File: config.mk
export PLATFORM = sky130hd
export DESIGN_NAME = sector_cache_clock_replacement
export DESIGN_NICKNAME = d
export VERILOG_FILES = /design/src/hdl/sccr_pkg.sv /design/src/hdl/sector_cache_clock_replacement.sv /design/src/hdl/sccr_lane_mem.sv /design/src/hdl/sccr_tag_match.sv /design/src/hdl/sccr_sweep_step.sv
export VERILOG_INCLUDE_DIRS = /design/src /design/src/hdl
export SDC_FILE = /design/constraint.sdc
export NUM_CORES = 2
export LEC_CHECK = 0
export BUFFER_PORTS_ARGS = -buffer_cell sky130_fd_sc_hd__buf_2
export CAP_MARGIN = 20
export CORE_AREA = 2 2 409 411
export DETAILED_ROUTE_END_ITERATION = 16
export DIE_AREA = 0 0 411 413
export GPL_TIMING_DRIVEN = 1
export PLACE_DENSITY_LB_ADDON = 0.1
export SETUP_SLACK_MARGIN = 0.1
export SLEW_MARGIN = 20
export SYNTH_ARGS = -nofsm -noshare
export SYNTH_HDL_FRONTEND = slang
export SYNTH_HIERARCHICAL = 1
export SYNTH_SLANG_ARGS = --single-unit
File: constraint.sdc
create_clock -name clk -period 30.8 [get_ports clk]
set_input_delay 3.08 -clock clk [delete_from_list [all_inputs] [get_ports clk]]
set_output_delay 3.08 -clock clk [all_outputs]
set_load 0.1 [all_outputs]
File: src/hdl/sector_cache_clock_replacement_macros.svh
// ----------------------------------------------------------------------------
// Sector cache clock replacement assertion macros
// Shared property templates for the tag and replacement engine checks.
// ----------------------------------------------------------------------------
`ifndef SECTOR_CACHE_CLOCK_REPLACEMENT_MACROS_SVH
`define SECTOR_CACHE_CLOCK_REPLACEMENT_MACROS_SVH

// same-cycle implication, held off during reset
`define SCCR_ASSERT_IMP(lbl, ck, rn, ante, cons, msg) \
  lbl: assert property (@(posedge ck) disable iff (!rn) (ante) |-> (cons)) \
    else $error(msg);

// next-cycle implication, held off during reset
`define SCCR_ASSERT_NXT(lbl, ck, rn, ante, cons, msg) \
  lbl: assert property (@(posedge ck) disable iff (!rn) (ante) |=> (cons)) \
    else $error(msg);

`endif

File: src/hdl/sccr_pkg.sv
// ----------------------------------------------------------------------------
// Sector cache clock replacement package
// Lane geometry, field widths, controller states and the result structs
// passed between the lookup, sweep and control logic.
// ----------------------------------------------------------------------------
`default_nettype none

package sccr_pkg;

  // tags are stored and compared eight to a memory row
  localparam int LANES    = 8;
  localparam int LANE_W   = 3;
  // sector field width on the ports
  localparam int SECTOR_W = 32;

  typedef enum logic [2:0] {
    ST_IDLE,
    ST_LOOK,
    ST_MISS,
    ST_SW_RD,
    ST_SW_EVAL,
    ST_VIC_RD,
    ST_VIC_EVAL,
    ST_DONE
  } state_t;

  // outcome of comparing one tag row against the requested sector
  typedef struct packed {
    logic              hit;
    logic [LANE_W-1:0] lane;
  } match_res_t;

  // outcome of one clock sweep step over a row of accessed bits
  typedef struct packed {
    logic              found;
    logic [LANE_W-1:0] lane;
    logic [LANES-1:0]  we;
    logic [LANES-1:0]  wd;
  } sweep_res_t;

  function automatic logic [LANES-1:0] lane_onehot(input logic [LANE_W-1:0] lane);
    logic [LANES-1:0] oh;
    oh = LANES'(1) << lane;
    return oh;
  endfunction

endpackage

`default_nettype wire

File: src/hdl/sector_cache_clock_replacement.sv
// ----------------------------------------------------------------------------
// Sector cache clock replacement engine
// Tag lookup and clock (second-chance) victim selection for a write-back
// disk sector cache; one result per request.
// ----------------------------------------------------------------------------
// Requests are handled one at a time. Tags and dirty bits sit in a tag
// memory and the accessed bits in a second memory, both eight slots per row
// with registered read data; a lookup reads one row per cycle over the
// R = ceil(fill_count/8) occupied rows and ends at the row of a hit; on an
// empty cache the lookup is skipped. A miss with a free slot takes the next
// free slot, and a miss in a full cache has the clock hand sweep S rows of
// accessed bits, S from 1 to ceil(NUM_SLOTS/8) + 1. A finished result waits
// while the output register still holds a stalled previous result. Slots
// fill in ascending order, so occupancy follows from the fill count and no
// clearing pass follows reset. A new request is taken while the previous
// result waits in the output register.
`default_nettype none
`include "sector_cache_clock_replacement_macros.svh"

module sector_cache_clock_replacement
  import sccr_pkg::*;
#(
  parameter int NUM_SLOTS   = 64,
  parameter int SECTOR_BITS = 32,
  localparam int SLOT_W     = (NUM_SLOTS > 1) ? $clog2(NUM_SLOTS) : 1
) (
  input  wire logic                clk,
  input  wire logic                rst_n,
  input  wire logic                in_valid,
  output logic                     in_stall,
  input  wire logic                in_req_type,
  input  wire logic [SECTOR_W-1:0] in_sector,
  output logic                     out_valid,
  input  wire logic                out_stall,
  output logic                     out_hit,
  output logic [SLOT_W-1:0]        out_slot,
  output logic                     out_fill_needed,
  output logic                     out_writeback_needed,
  output logic [SECTOR_W-1:0]      out_victim_sector
);

  localparam int TAG_W  = (SECTOR_BITS < SECTOR_W) ? SECTOR_BITS : SECTOR_W;
  localparam int ROWS   = (NUM_SLOTS + LANES - 1) / LANES;
  localparam int ROW_W  = (ROWS > 1) ? $clog2(ROWS) : 1;
  localparam int RCNT_W = ROW_W + 1;
  localparam int IDX_W  = ROW_W + LANE_W;
  localparam int FC_W   = $clog2(NUM_SLOTS + 1);
  localparam int CMP_W  = ((IDX_W > FC_W) ? IDX_W : FC_W) + 1;
  localparam logic [SLOT_W-1:0] SLOT_LAST = SLOT_W'(NUM_SLOTS - 1);
  localparam logic [ROW_W-1:0]  ROW_LAST  = ROW_W'(ROWS - 1);

  // control state
  state_t              state_r, state_nxt;
  logic [FC_W-1:0]     fill_cnt_r, fill_cnt_nxt;
  logic [SLOT_W-1:0]   hand_r, hand_nxt;
  logic                pend_r, pend_nxt;
  logic                out_valid_r, out_valid_nxt;

  // transaction context
  logic                wr_r, wr_nxt;
  logic [TAG_W-1:0]    key_r, key_nxt;
  logic [RCNT_W-1:0]   look_row_r, look_row_nxt;
  logic [ROW_W-1:0]    pend_row_r, pend_row_nxt;
  logic                hit_r, hit_nxt;
  logic [SLOT_W-1:0]   slot_r, slot_nxt;
  logic                wb_r, wb_nxt;
  logic [TAG_W-1:0]    vsec_r, vsec_nxt;
  logic [ROW_W-1:0]    sw_row_r, sw_row_nxt;
  logic [LANE_W-1:0]   sw_start_r, sw_start_nxt;

  // output register
  logic                out_hit_r, out_hit_nxt;
  logic [SLOT_W-1:0]   out_slot_r, out_slot_nxt;
  logic                out_wb_r, out_wb_nxt;
  logic [TAG_W-1:0]    out_vsec_r, out_vsec_nxt;

  // memory ports
  logic                           tag_re;
  logic [ROW_W-1:0]               tag_raddr;
  logic [LANES-1:0][TAG_W:0]      tag_rdata;
  logic [LANES-1:0]               tag_we;
  logic [ROW_W-1:0]               tag_waddr;
  logic [TAG_W:0]                 tag_wentry;
  logic [LANES-1:0][TAG_W:0]      tag_wdata;
  logic                           acc_re;
  logic [ROW_W-1:0]               acc_raddr;
  logic [LANES-1:0][0:0]          acc_rdata;
  logic [LANES-1:0]               acc_we;
  logic [ROW_W-1:0]               acc_waddr;
  logic [LANES-1:0][0:0]          acc_wdata;

  // derived values
  logic [FC_W-1:0]     fc_m1;
  logic [RCNT_W-1:0]   last_row;
  logic [IDX_W-1:0]    fill_idx;
  logic [IDX_W-1:0]    hand_idx;
  logic [IDX_W-1:0]    slot_idx;
  logic [IDX_W-1:0]    vic_idx;
  logic [SLOT_W-1:0]   vic_slot;
  logic [TAG_W:0]      vic_entry;
  logic [LANES-1:0]    look_ok;
  logic [LANES-1:0]    sw_exists;
  match_res_t          mres;
  sweep_res_t          sres;

  assign fc_m1    = fill_cnt_r - FC_W'(1);
  assign last_row = RCNT_W'(fc_m1 >> LANE_W);
  assign fill_idx = IDX_W'(fill_cnt_r);
  assign hand_idx = IDX_W'(hand_r);
  assign slot_idx = IDX_W'(slot_r);
  assign vic_idx  = {sw_row_r, sres.lane};
  assign vic_slot = SLOT_W'(vic_idx);
  assign vic_entry = tag_rdata[slot_idx[LANE_W-1:0]];
  assign tag_wdata = {LANES{tag_wentry}};

  // per-lane occupancy of the row under lookup and existence in the swept row
  for (genvar g = 0; g < LANES; g++) begin : g_lane
    assign look_ok[g]   = CMP_W'({pend_row_r, LANE_W'(g)}) < CMP_W'(fill_cnt_r);
    assign sw_exists[g] = CMP_W'({sw_row_r, LANE_W'(g)}) < CMP_W'(NUM_SLOTS);
  end

  // tag and dirty store
  sccr_lane_mem #(
    .ROWS   (ROWS),
    .ADDR_W (ROW_W),
    .DW     (TAG_W + 1)
  ) u_tag_mem (
    .clk     (clk),
    .rd_en   (tag_re),
    .rd_addr (tag_raddr),
    .rd_data (tag_rdata),
    .wr_en   (tag_we),
    .wr_addr (tag_waddr),
    .wr_data (tag_wdata)
  );

  // accessed-bit store
  sccr_lane_mem #(
    .ROWS   (ROWS),
    .ADDR_W (ROW_W),
    .DW     (1)
  ) u_acc_mem (
    .clk     (clk),
    .rd_en   (acc_re),
    .rd_addr (acc_raddr),
    .rd_data (acc_rdata),
    .wr_en   (acc_we),
    .wr_addr (acc_waddr),
    .wr_data (acc_wdata)
  );

  sccr_tag_match #(
    .TAG_W (TAG_W)
  ) u_match (
    .row     (tag_rdata),
    .key     (key_r),
    .lane_ok (look_ok),
    .res     (mres)
  );

  sccr_sweep_step u_sweep (
    .acc    (acc_rdata),
    .exists (sw_exists),
    .start  (sw_start_r),
    .res    (sres)
  );

  // state register
  always_ff @(posedge clk) begin
    if (!rst_n) begin
      state_r     <= ST_IDLE;
      fill_cnt_r  <= '0;
      hand_r      <= '0;
      pend_r      <= 1'b0;
      out_valid_r <= 1'b0;
    end else begin
      state_r     <= state_nxt;
      fill_cnt_r  <= fill_cnt_nxt;
      hand_r      <= hand_nxt;
      pend_r      <= pend_nxt;
      out_valid_r <= out_valid_nxt;
    end
  end

  // transaction context and output payload
  always_ff @(posedge clk) begin
    wr_r       <= wr_nxt;
    key_r      <= key_nxt;
    look_row_r <= look_row_nxt;
    pend_row_r <= pend_row_nxt;
    hit_r      <= hit_nxt;
    slot_r     <= slot_nxt;
    wb_r       <= wb_nxt;
    vsec_r     <= vsec_nxt;
    sw_row_r   <= sw_row_nxt;
    sw_start_r <= sw_start_nxt;
    out_hit_r  <= out_hit_nxt;
    out_slot_r <= out_slot_nxt;
    out_wb_r   <= out_wb_nxt;
    out_vsec_r <= out_vsec_nxt;
  end

  // next state, memory control and result assembly
  always_comb begin
    state_nxt     = state_r;
    fill_cnt_nxt  = fill_cnt_r;
    hand_nxt      = hand_r;
    pend_nxt      = 1'b0;
    out_valid_nxt = out_valid_r && out_stall;
    wr_nxt        = wr_r;
    key_nxt       = key_r;
    look_row_nxt  = look_row_r;
    pend_row_nxt  = pend_row_r;
    hit_nxt       = hit_r;
    slot_nxt      = slot_r;
    wb_nxt        = wb_r;
    vsec_nxt      = vsec_r;
    sw_row_nxt    = sw_row_r;
    sw_start_nxt  = sw_start_r;
    out_hit_nxt   = out_hit_r;
    out_slot_nxt  = out_slot_r;
    out_wb_nxt    = out_wb_r;
    out_vsec_nxt  = out_vsec_r;
    tag_re        = 1'b0;
    tag_raddr     = look_row_r[ROW_W-1:0];
    tag_we        = '0;
    tag_waddr     = pend_row_r;
    tag_wentry    = {wr_r, key_r};
    acc_re        = 1'b0;
    acc_raddr     = sw_row_r;
    acc_we        = '0;
    acc_waddr     = pend_row_r;
    acc_wdata     = '1;

    case (state_r)
      // take a request
      ST_IDLE: begin
        if (in_valid) begin
          wr_nxt       = in_req_type;
          key_nxt      = in_sector[TAG_W-1:0];
          look_row_nxt = '0;
          hit_nxt      = 1'b0;
          wb_nxt       = 1'b0;
          vsec_nxt     = '0;
          state_nxt    = (fill_cnt_r == '0) ? ST_MISS : ST_LOOK;
        end
      end

      // stream occupied tag rows, compare each one in the cycle after its read
      ST_LOOK: begin
        if (look_row_r <= last_row) begin
          tag_re       = 1'b1;
          pend_nxt     = 1'b1;
          pend_row_nxt = look_row_r[ROW_W-1:0];
          look_row_nxt = look_row_r + RCNT_W'(1);
        end
        if (pend_r) begin
          if (mres.hit) begin
            hit_nxt    = 1'b1;
            slot_nxt   = SLOT_W'({pend_row_r, mres.lane});
            tag_wentry = {1'b1, key_r};
            tag_we     = wr_r ? lane_onehot(mres.lane) : '0;
            acc_we     = lane_onehot(mres.lane);
            pend_nxt   = 1'b0;
            state_nxt  = ST_DONE;
          end else if (RCNT_W'(pend_row_r) == last_row) begin
            state_nxt = ST_MISS;
          end
        end
      end

      // fill the next free slot, or start the clock sweep when full
      ST_MISS: begin
        if (fill_cnt_r < FC_W'(NUM_SLOTS)) begin
          slot_nxt     = SLOT_W'(fill_cnt_r);
          tag_waddr    = fill_idx[IDX_W-1:LANE_W];
          tag_we       = lane_onehot(fill_idx[LANE_W-1:0]);
          acc_waddr    = fill_idx[IDX_W-1:LANE_W];
          acc_we       = lane_onehot(fill_idx[LANE_W-1:0]);
          fill_cnt_nxt = fill_cnt_r + FC_W'(1);
          state_nxt    = ST_DONE;
        end else begin
          sw_row_nxt   = hand_idx[IDX_W-1:LANE_W];
          sw_start_nxt = hand_idx[LANE_W-1:0];
          state_nxt    = ST_SW_RD;
        end
      end

      ST_SW_RD: begin
        acc_re    = 1'b1;
        state_nxt = ST_SW_EVAL;
      end

      // clear passed-over bits in this row, stop at the first clear bit
      ST_SW_EVAL: begin
        acc_waddr = sw_row_r;
        acc_we    = sres.we;
        acc_wdata = sres.wd;
        if (sres.found) begin
          slot_nxt  = vic_slot;
          hand_nxt  = (vic_slot == SLOT_LAST) ? '0 : vic_slot + SLOT_W'(1);
          state_nxt = ST_VIC_RD;
        end else begin
          sw_row_nxt   = (sw_row_r == ROW_LAST) ? '0 : sw_row_r + ROW_W'(1);
          sw_start_nxt = '0;
          state_nxt    = ST_SW_RD;
        end
      end

      ST_VIC_RD: begin
        tag_re    = 1'b1;
        tag_raddr = slot_idx[IDX_W-1:LANE_W];
        state_nxt = ST_VIC_EVAL;
      end

      // report a dirty victim and replace its tag in place
      ST_VIC_EVAL: begin
        wb_nxt    = vic_entry[TAG_W];
        vsec_nxt  = vic_entry[TAG_W] ? vic_entry[TAG_W-1:0] : '0;
        tag_waddr = slot_idx[IDX_W-1:LANE_W];
        tag_we    = lane_onehot(slot_idx[LANE_W-1:0]);
        state_nxt = ST_DONE;
      end

      // hand the result to the output register once it is free
      ST_DONE: begin
        if (!out_valid_r || !out_stall) begin
          out_valid_nxt = 1'b1;
          out_hit_nxt   = hit_r;
          out_slot_nxt  = slot_r;
          out_wb_nxt    = wb_r;
          out_vsec_nxt  = vsec_r;
          state_nxt     = ST_IDLE;
        end
      end

      default: begin
        state_nxt = ST_IDLE;
      end
    endcase
  end

  // ports
  assign in_stall             = (state_r != ST_IDLE);
  assign out_valid            = out_valid_r;
  assign out_hit              = out_hit_r;
  assign out_slot             = out_slot_r;
  assign out_fill_needed      = !out_hit_r;
  assign out_writeback_needed = out_wb_r;
  assign out_victim_sector    = SECTOR_W'(out_vsec_r);

  // checks
  `SCCR_ASSERT_IMP(a_fill_bound, clk, rst_n, 1'b1, fill_cnt_r <= FC_W'(NUM_SLOTS),
    "fill count beyond slot count")
  `SCCR_ASSERT_IMP(a_hand_range, clk, rst_n, 1'b1, hand_r <= SLOT_LAST,
    "clock hand out of range")
  `SCCR_ASSERT_IMP(a_sweep_full, clk, rst_n,
    (state_r == ST_SW_RD) || (state_r == ST_SW_EVAL), fill_cnt_r == FC_W'(NUM_SLOTS),
    "clock sweep while free slots remain")
  `SCCR_ASSERT_NXT(a_fill_step, clk, rst_n,
    (state_r == ST_MISS) && (fill_cnt_r < FC_W'(NUM_SLOTS)),
    fill_cnt_r == $past(fill_cnt_r) + FC_W'(1),
    "free-slot fill did not advance fill count")
  `SCCR_ASSERT_IMP(a_wb_on_miss, clk, rst_n, out_valid_r && out_wb_r, !out_hit_r,
    "write-back reported on a hit")
  `SCCR_ASSERT_IMP(a_vsec_zero, clk, rst_n, out_valid_r && !out_wb_r, out_vsec_r == '0,
    "victim sector set without write-back")

endmodule

`default_nettype wire

File: src/hdl/sccr_lane_mem.sv
// ----------------------------------------------------------------------------
// Sector cache lane memory
// Synchronous single-read, single-write memory of rows of lane entries,
// with a write enable per lane and registered read data.
// ----------------------------------------------------------------------------
`default_nettype none

module sccr_lane_mem
  import sccr_pkg::*;
#(
  parameter int ROWS   = 8,
  parameter int ADDR_W = 3,
  parameter int DW     = 33
) (
  input  wire logic                       clk,
  input  wire logic                       rd_en,
  input  wire logic [ADDR_W-1:0]          rd_addr,
  output logic      [LANES-1:0][DW-1:0]   rd_data,
  input  wire logic [LANES-1:0]           wr_en,
  input  wire logic [ADDR_W-1:0]          wr_addr,
  input  wire logic [LANES-1:0][DW-1:0]   wr_data
);

  logic [LANES-1:0][DW-1:0] mem_r [ROWS];
  logic [LANES-1:0][DW-1:0] rd_data_r;

  // lane-masked write
  always_ff @(posedge clk) begin
    for (int i = 0; i < LANES; i++) begin
      if (wr_en[i]) begin
        mem_r[wr_addr][i] <= wr_data[i];
      end
    end
  end

  // registered read
  always_ff @(posedge clk) begin
    if (rd_en) begin
      rd_data_r <= mem_r[rd_addr];
    end
  end

  assign rd_data = rd_data_r;

endmodule

`default_nettype wire

File: src/hdl/sccr_tag_match.sv
// ----------------------------------------------------------------------------
// Sector cache tag match
// Compares one row of stored tags with the requested sector and returns the
// lowest occupied lane that holds it.
// ----------------------------------------------------------------------------
`default_nettype none

module sccr_tag_match
  import sccr_pkg::*;
#(
  parameter int TAG_W = 32
) (
  input  wire logic [LANES-1:0][TAG_W:0] row,
  input  wire logic [TAG_W-1:0]          key,
  input  wire logic [LANES-1:0]          lane_ok,
  output match_res_t                     res
);

  // priority pick of the lowest matching lane
  always_comb begin
    res = '0;
    for (int i = 0; i < LANES; i++) begin
      if (!res.hit && lane_ok[i] && (row[i][TAG_W-1:0] == key)) begin
        res.hit  = 1'b1;
        res.lane = LANE_W'(i);
      end
    end
  end

endmodule

`default_nettype wire

File: src/hdl/sccr_sweep_step.sv
// ----------------------------------------------------------------------------
// Sector cache sweep step
// One row of the clock sweep: from the start lane upward, finds the first
// slot whose accessed bit is clear and gives the bits to write back.
// ----------------------------------------------------------------------------
`default_nettype none

module sccr_sweep_step
  import sccr_pkg::*;
(
  input  wire logic [LANES-1:0]  acc,
  input  wire logic [LANES-1:0]  exists,
  input  wire logic [LANE_W-1:0] start,
  output sweep_res_t             res
);

  // first candidate at or after the start lane
  always_comb begin
    res = '0;
    for (int i = 0; i < LANES; i++) begin
      if (!res.found && exists[i] && (LANE_W'(i) >= start) && !acc[i]) begin
        res.found = 1'b1;
        res.lane  = LANE_W'(i);
      end
    end
    // clear passed-over bits, set the bit of the victim slot
    for (int i = 0; i < LANES; i++) begin
      res.we[i] = exists[i] && (LANE_W'(i) >= start) && (!res.found || (LANE_W'(i) <= res.lane));
    end
    res.wd = res.found ? lane_onehot(res.lane) : '0;
  end

endmodule

`default_nettype wire
==> results.toml <==
[yosys]
synth_seq_area_share_pct = 75.1
synth_cell_type_count = 82
synth_top_family_by_area = "multiplexers"
yosys.cell_count.top_type = "edfxtp_1"
yosys.area_share.xor_xnor_pct = 2.34
synth.mux.area_fraction_pct = 17.4
synth.cells.most_frequent = "edfxtp_1 (2,574), mux4_2 (407), mux2_2 (278)"
synth_top_cells_by_area = "edfxtp_1 (75%), mux4_2 (8.9%), mux4_1 (5.2%), mux2_2 (3.0%), xnor2_1 (1.6%)"
synth_area_per_cell_sq_um = 22.3
postSynth.topFlopCell = "edfxtp_1"
ys_warn_count = 6
yosys.area.top_type = "edfxtp_1"
synth-edff-count = 2574
synthArstFlopShare_pct = 0
synthAdderAreaFrac_pct = 0.218
post_synth_instance_area_sq_mm = 0.103
synth-simple-area-share_pct = 2.62
synth-compound-area-share_pct = 0.748
netlist.area_leader.share_pct = 74.8
synthCells = 4641
ys_seq_elements = 2592

[setup_path]
timing.critical_path.arrival_ps = 7130
rrSetupSlack_ps = 24150
critical-path-max-stage-delay_ps = 1060
worstSetupPathType = "flip-flop to flip-flop"
r2r_cells = 13
timing.critical_path.fanout_max = 48
worst_path_dominant_cell_family = "simple AND/OR/NAND/NOR gates"
worst_path_max_delay_cell = "and2_2"
critical_path_end_type = "flip-flop"
cp-start-kind = "flip-flop"
source_of_the_worst_register_to_register_timing_path = "key_r[1]$_DFFE_PP_"
worstPathRequired_ps = 31290
crit_chain = "buf_4 -> xnor2_1 -> nand4_1 -> nor4_1 -> nand4_1 -> or4_4 -> nand4_2 -> or3_1 -> nand2_1 -> or2_4 -> or3_4 -> o211ai_1 -> and2_2"
critical_path.most_common_cell = "nand4_1"
timing.rr.end = "u_tag_mem/mem_r[6][86]$_DFFE_PP_"
worstPathBufferInverterCount = 1

[clocking]
worstSkewPairLatency_ps = 900
cts_buffers = 241
cts_hold_repair.buffers = 0
worst_setup_hold_path_clk_slew_ps = 70
ctsHtreeMaxLevel = 4
root_buffer_cell = "clkbuf_16"
cts_sinks = 2592
max-clock-path-buffers = 3
ctsResizeCount = 0
cts_tree = "built"
post_cts_setup_driven_buffer_insertion_count = 0

[timing]
fin_crit_ps = 6650
final_setup_tns_ps = 0
finalCritPeriodShare_pct = 21.6
layout_setup_ws_ps = 24150
final-max-slew-violation-count = 0
relSlewSlack_pct = 19.0
timing.clock.skew_ps = 47.0
worstMarginPinSlew_ps = 1220
timing.final.hold_violations = 0
rsz0062_at_grt = "false"
setup_viol_count_final = 0
fmax_mhz = 150

[detailed_routing]
antenna_violating_nets_post_route = 0
first_pass_drt_iterations = 6
vias = 49900
via_per_inst = 6.85
drt_drc_violations_left = 0
wirelength_mm = 262
wl_per_cell_um = 36.0
first_iter_violations = 7680

[die]
dieHeight_um = 413
std_cell_rows = 150
fp.dieW_um = 411
floorplan.die_area_sq_mm = 0.170
core-area_sq_mm = 0.166
top_level_ports = 80
initial_utilization_pct = 62.3

[hold_path]
worst_hold_path.num_cells = 0
worst_hold_startpoint = "vsec_r[15]$_SDFFCE_PN0P_"
hold-path-endpoint = "out_victim_sector[15]$_DFFE_PP_"
hold_class = "flip-flop to flip-flop"

[final_layout]
final_nets = 4931
area.growth.synth_to_final_pct = 10.5
drive_above_1_share_pct = 26.4
utilization_pct = 68.8

[pwr]
power.static_leakage_nw = 36.4
power-per-cell-area_mw_per_mm2 = 91.4
worst_ir_drop_vdd_v = 0.0000835

[job]
drv_cap = 0

[place]
placement.io_buffers = 79
gp_congestion = 0.955
hpwlAfterDp_mm = 154
placement.setup.worst_slack_ps = 24200

[grt]
pin_count_of_the_biggest_net_entering_global_routing = 133
remaining_overflow_grt = 0
antenna_found_initial = 23
first_global_vias = 47600
grt_use_total_pct = 31.2
grt_first_pass_wirelength_mm = 366

[outcome]
status = "finished, final reports clean"
state kept, by name, indices dropped and copies added, names as in the netlist, 3 cells and up:
signal             count
key_r                 32
look_row_r             4
state_r                3
u_acc_mem/mem_r       64
pend_row_r             3
u_tag_mem/mem_r     2112
out_slot               6
u_tag_mem/rd_data    264
out_victim_sector     32
slot_idx               6
vsec_r                32
fill_cnt_r             7
sw_start_r             3
hand_idx               6
u_acc_mem/rd_data      8
acc_raddr              3
worst max-delay path by stage:
stage | from | slack [ps] | cells past startpoint | endpoint
after global routing | state_r[1]$_SDFFE_PN0P_ | 23850 | 8 | u_tag_mem/rd_data[112]$_DFFE_PP_
after CTS | key_r[24]$_DFFE_PP_ | 24150 | 12 | u_tag_mem/mem_r[0][218]$_DFFE_PP_
after global placement | key_r[1]$_DFFE_PP_ | 24230 | 12 | u_tag_mem/mem_r[0][224]$_DFFE_PP_
after detailed placement | key_r[24]$_DFFE_PP_ | 24200 | 12 | u_tag_mem/mem_r[4][208]$_DFFE_PP_
final | key_r[1]$_DFFE_PP_ | 24150 | 13 | u_tag_mem/mem_r[6][86]$_DFFE_PP_
after floorplan | fill_cnt_r[0]$_SDFFE_PN0P_ | 8290 | 10 | u_tag_mem/rd_data[0]$_DFFE_PP_
placed cells by master (no fill, tap or decap), types with 63 or more instances in the layout:
master	Yosys	final
edfxtp_1	2574	2574
mux4_2	407	407
mux2_2	278	275
clkbuf_16	0	244
mux4_1	203	203
xnor2_1	184	184
buf_4	4	128
xor2_1	83	83
buf_2	50	79
and2_1	136	72
nor2_1	70	70
and2_2	0	63
through the flow:
step,hold WS [ps],total power [W],instances,cell area [sq um]
floorplan,400,0.00659,4656,103000
global placement,404,0.00745,6836,106000
detailed placement,405,0.00747,6836,106000
CTS,415,0.0104,7282,114000
global route,427,0.0107,7283,114000
finish,418,0.0104,7287,114000
kinds of logic (layout without fill, tap and decap cells):
group,Yosys count,count (layout)
other,1,20
DFF,2592,2592
muxes,922,922
AOI/OAI and AO/OA,114,114
adders and majority gates,18,18
buffers and inverters,256,679
xor gates and xnor gates,271,271
and+or+nand+nor,467,467
worst reg2reg max path, cell delays in order, from the launching register on:
cell and delay [ps]:
edfxtp_1 1010, buf_4 780, xnor2_1 290, nand4_1 100
nor4_1 210, nand4_1 150, or4_4 570, nand4_2 140
or3_1 230, nand2_1 130, or2_4 280, or3_4 360
o211ai_1 910, and2_2 1060
final cells by class:
| type | instances | area, sq um |
|---|---|---|
| multi-input cells | 1808 | 24400 |
| fillers | 10200 | 51700 |
| diodes | 4 | 10.0 |
| well taps | 2204 | 2760 |
| repair buffers | 210 | 1420 |
| clock buffers | 293 | 6310 |
| inverters | 23 | 86.3 |
| flip-flops and latches | 2592 | 77700 |
| clock inverters | 153 | 1630 |
power by group:
part / total (W) / internal [W] / switching, W
clock: 0.00298 / 0.00169 / 0.00129
combinational: 0.00272 / 0.00115 / 0.00157
sequential: 0.00473 / 0.00440 / 0.000337
layer usage:
| metal | GRT usage (%) | up-vias | part of all wire [%] |
|---|---|---|---|
| met3 | 8.59 | 476 | 12 |
| met4 | 10.4 | 8 | 3.5 |
| met1 | 47.8 | 26400 | 40 |
| met2 | 44.1 | 3165 | 44 |
| met5 | 0 | - | 0.021 |
| li1 | - | 19900 | - |
(Power assumes the default switching activity.)
